**src/stsc_pkg.sv**
```systemverilog
`timescale 1ns / 1ps
// ----------------------------------------------------------------------------
// stsc_pkg
// Shared constants and types of the sparse triangular solver.
// ----------------------------------------------------------------------------
package stsc_pkg;

    localparam int MAX_ROWS_DEF  = 1024;
    localparam int FRAC_BITS_DEF = 16;

    // Magnitude of the row numerator, rhs minus the clamped sum, stays below 2^62.
    localparam int MAG_W = 62;
    localparam int DMAG_W = 32;
    // The quotient keeps one guard bit above the 32-bit result.
    localparam int QUO_W = 33;

    localparam logic [1:0] STATUS_OK   = 2'd0;
    localparam logic [1:0] STATUS_ZERO = 2'd1;
    localparam logic [1:0] STATUS_SAT  = 2'd2;

    typedef struct packed {
        logic             done;
        logic             ovf;
        logic [QUO_W-1:0] quo;
    } div_res_t;

endpackage

```
**src/stsc_div.sv**
```systemverilog
`timescale 1ns / 1ps
// ----------------------------------------------------------------------------
// stsc_div
// Restoring unsigned divider, one quotient bit per cycle, with overflow flag.
// ----------------------------------------------------------------------------
module stsc_div import stsc_pkg::*; #(
    parameter int FRAC_BITS = FRAC_BITS_DEF
) (
    input  logic              aclk,
    input  logic              aresetn,
    input  logic              start,
    input  logic [MAG_W-1:0]  mag,
    input  logic [DMAG_W-1:0] dmag,
    output div_res_t          res
);

    localparam int DVD_W = MAG_W + FRAC_BITS;
    localparam int CNT_W = $clog2(DVD_W + 1);

    logic [DVD_W-1:0]  dvd_reg, dvd_next;
    logic [DMAG_W:0]   rem_reg, rem_next;
    logic [QUO_W-1:0]  quo_reg, quo_next;
    logic [DMAG_W-1:0] dmag_reg;
    logic              ovf_reg, ovf_next;
    logic [CNT_W-1:0]  cnt_reg, cnt_next;
    logic              busy_reg, busy_next;
    logic              done_reg, done_next;
    logic [DMAG_W:0]   trial;
    logic              take;

    always_comb begin
        trial     = {rem_reg[DMAG_W-1:0], dvd_reg[DVD_W-1]};
        take      = trial >= {1'b0, dmag_reg};
        dvd_next  = dvd_reg;
        rem_next  = rem_reg;
        quo_next  = quo_reg;
        ovf_next  = ovf_reg;
        cnt_next  = cnt_reg;
        busy_next = busy_reg;
        done_next = 1'b0;
        if (start) begin
            dvd_next  = DVD_W'(mag) << FRAC_BITS;
            rem_next  = '0;
            quo_next  = '0;
            ovf_next  = 1'b0;
            cnt_next  = CNT_W'(DVD_W);
            busy_next = 1'b1;
        end else if (busy_reg) begin
            dvd_next = {dvd_reg[DVD_W-2:0], 1'b0};
            rem_next = take ? trial - {1'b0, dmag_reg} : trial;
            quo_next = {quo_reg[QUO_W-2:0], take};
            // A bit pushed out of the guard position means the quotient is far too big.
            ovf_next = ovf_reg | quo_reg[QUO_W-1];
            cnt_next = cnt_reg - 1'b1;
            if (cnt_reg == CNT_W'(1)) begin
                busy_next = 1'b0;
                done_next = 1'b1;
            end
        end
    end

    always_ff @(posedge aclk) begin
        if (!aresetn) begin
            busy_reg <= 1'b0;
            done_reg <= 1'b0;
        end else begin
            busy_reg <= busy_next;
            done_reg <= done_next;
        end
        dvd_reg <= dvd_next;
        rem_reg <= rem_next;
        quo_reg <= quo_next;
        ovf_reg <= ovf_next;
        cnt_reg <= cnt_next;
        if (start) begin
            dmag_reg <= dmag;
        end
    end

    assign res.done = done_reg;
    assign res.ovf  = ovf_reg;
    assign res.quo  = quo_reg;

endmodule

```
**config.mk**
```make
export PLATFORM = sky130hd
export DESIGN_NAME = stsc_div
export DESIGN_NICKNAME = d
export VERILOG_FILES = /design/src/stsc_pkg.sv /design/src/stsc_div.sv
export SDC_FILE = /design/constraint.sdc
export NUM_CORES = 1
export LEC_CHECK = 0
export ABC_AREA = 1
export BUFFER_PORTS_ARGS = -buffer_cell sky130_fd_sc_hd__buf_2
export CAP_MARGIN = 20
export CORE_MARGIN = 8
export CORE_UTILIZATION = 45
export CTS_BUF_LIST = sky130_fd_sc_hd__clkbuf_2
export DETAILED_ROUTE_END_ITERATION = 10
export PLACE_DENSITY = 0.8
export SYNTH_ARGS = -nofsm -noshare
export SYNTH_HDL_FRONTEND = slang
export SYNTH_SLANG_ARGS = --single-unit
```
**constraint.sdc**
```tcl
create_clock -name aclk -period 2.96 [get_ports aclk]
set_input_delay 0 -clock aclk [delete_from_list [all_inputs] [get_ports aclk]]
set_output_delay 0 -clock aclk [all_outputs]
set_load 0.01 [all_outputs]
```
==> flow_summary.ini <==
[timing]
period_minus_slack_ns = 2.47
hold_viol_final = 0
setup_viol = 0
maxSlewHeadroom_pct = 49.7
rsz0062_at_grt = false
skew_ns = 0.0491
fmax_mhz = 405
slew_violations = 0
fin_crit_sh_pct = 83.4
setup_tns_ns = 0
tightest_slew_ns = 0.754

[floorplanning]
die_w_um = 160
start_util_pct = 45.9
core.rowCount = 52
die-area_mm2 = 0.0255
fp.dieH_um = 160
core-area_mm2 = 0.0202
num_io_pins = 132

[power_and_ir_drop]
p_int_uw = 3460
p_leak_uw = 0.00643
vdd_drop_max_mv = 0.286
switching_share_pct = 29.2
p_total_uw = 4880
combPwrFrac_pct = 16.0
p_clk_share_pct = 28.8
cellPowerDensity_mw_per_mm2 = 379
pwr-share-seq_pct = 55.2
switching_power_uw = 1430

[clocking]
clk-insertion-delay-late_ns = 0.77
cts_setup_buffers = 0
cts-buffers-inserted = 17
clkSlewWorstSetupHoldPaths_ns = 0.31
cts_resized = 0
numClockSinks = 169
cts-htree-levels = 4
holdBufCountCts = 238
clk_path_buf_depth = 2
cts_tree = built
root_buffer = clkbuf_2

[synthesis]
synth_cell_types = 38
async_flop_share_pct = 0
syn_avg_cell_area_um2 = 7.47
yosysSeqAreaShare_pct = 46.6
ys_warn_count = 0
syn_area_mm2 = 0.00928
ys_ff_latch = 169
synth-edff-count = 94
synthFlopType = edfxtp_1
syn_nets = 1375
synthCells = 1243

[cells_and_area]
n_fill_cell = 1615
layout_common_cells = nand2_1 (523), dlygate4sd3_1 (238), inv_1 (197)
nets = 1735
layout_commonest_cell = nand2_1
largest_reg_flops = 62
final_util_pct = 63.6
syn_to_final_growth_pct = 38.5
drive_above_1_share_pct = 13.6

[hold_path]
holdCritPathClass = in -> reg
min_to = ovf_reg
hp-start = start
worstHoldPathCells = 3

[global_routing]
first_global_vias = 9431
grt_overflow = 0
grt.total_usage_pct = 23.1
grt_antenna_before_repair = 1
grt_max_degree = 103
grt_pass1_wl_um = 47900

[critical_path]
r2r.worst_path.cells = 16
timing.rr.start = dmag_reg[8]
critical_path.max_fanout = 29
cp.required_ns = 3.65
arrival_ns = 3.16
reg2reg_setup_slack_ns = 0.49
rr_endpoint = rem_reg[15]
critPathKind = reg -> reg
end_kind = flop
cp-start-kind = flop

[place]
place_congestion = 0.982
io_buffers = 131
dpl.hpwl_um = 17200

[drt]
drtPass1Iterations = 7
viasPerCell = 4.94
vias = 9323
routed_wl_um = 29400
drc = 0
wl_per_cell_um = 15.6
drtIter0Drc = 746
ant_nets = 0

[status]
status = finished clean

[run]
cap_violations = 0
stage by stage:
stage               cells  hold WS, ns  setup slack (ns)  cell area [um^2]
floorplan            1243       0.0989             0.960              9290
global placement     1616        0.178             0.558             10200
detailed placement   1616        0.178             0.537             10200
CTS                  1886        0.260             0.520             12900
global route         1887        0.315             0.236             12900
finish               1887        0.336             0.493             12900
logic make-up (layout without fill, tap and decap cells):
| kind of cell | Yosys count | count (layout) | share of synthesized area (%) |
|---|---|---|---|
| AOI/OAI and AO/OA | 73 | 73 | 4.61 |
| xor gates and xnor gates | 16 | 16 | 1.51 |
| adders and majority gates | 35 | 35 | 4.80 |
| buffers and inverters | 247 | 620 | 10.6 |
| DFF | 169 | 169 | 46.6 |
| other | 0 | 1 | 0 |
| and+or+nand+nor | 703 | 703 | 31.9 |
cell type report:
class / instances / area (um^2) / share of cell area, %
Antenna cell: 1 / 2.50 / 0.0195
Clock buffer: 17 / 85.1 / 0.661
Clock inverter: 15 / 205 / 1.60
Inverter: 209 / 786 / 6.11
Multi-Input combinational cell: 827 / 3980 / 31.0
Sequential cell: 169 / 4320 / 33.6
Tap cell: 270 / 338 / 2.63
Timing Repair Buffer: 379 / 3140 / 24.4
how the worst max path moves through the flow:
stage,cells after the start,slack (ns),start,end
after detailed placement,17,0.54,dmag_reg[8],rem_reg[27]
after floorplan,3,0.96,busy_reg,dvd_reg[16]
after global placement,17,0.56,dmag_reg[8],rem_reg[30]
after global routing,16,0.24,dmag_reg[3],rem_reg[16]
after CTS,17,0.52,dmag_reg[8],rem_reg[27]
final,16,0.49,dmag_reg[8],rem_reg[15]
cells in the mapped netlist, types with 6 or more instances:
| cell type | number | area, um^2 |
|---|---|---|
| nand3_1 | 78 | 390 |
| xnor2_1 | 6 | 52.6 |
| nor2_1 | 49 | 184 |
| nor2_2 | 6 | 37.5 |
| nand4_1 | 6 | 37.5 |
| nand2_1 | 523 | 1960 |
| edfxtp_1 | 94 | 2820 |
| o21ai_0 | 6 | 30.0 |
| ha_1 | 34 | 425 |
| inv_2 | 7 | 26.3 |
| o22ai_1 | 31 | 194 |
| xor2_1 | 10 | 87.6 |
| nand3_2 | 8 | 80.1 |
| nand3b_2 | 6 | 67.6 |
| inv_1 | 199 | 747 |
| nand2_2 | 8 | 50.1 |
| dfxtp_1 | 75 | 1500 |
| a21oi_1 | 23 | 115 |
| clkbuf_1 | 24 | 90.1 |
per-layer routing:
layer | global-route usage (%) | share of wire [%]
met1 | 27.0 | 40
met3 | 4.83 | 7.6
met2 | 41.0 | 49
met4 | 8.40 | 2.9
met5 | 0 | 0
power by group through the flow:
stage	Clock, uW	Combinational [uW]	Sequential, uW
2_1_floorplan	0	323	2710
3_3_place_gp	0	485	2720
3_5_place_dp	0	495	2720
5_1_grt	1530	855	2700
6_report	1410	783	2690
4_1_cts	1440	733	2680
worst max-delay path: stages, from the launching register on:
cell,delay (ns)
edfxtp_1,0.43
inv_1,0.08
ha_1,0.29
nand2_2,0.13
inv_2,0.03
nand2_1,0.05
nand2_1,0.09
inv_2,0.07
nand3_2,0.14
nand2_1,0.15
nand2_2,0.10
nand2_2,0.10
buf_4,0.38
nand3_1,0.12
nand2_1,0.09
nand2_1,0.05
nand2_1,0.09
Note: power is estimated with default switching activity, not from simulation.
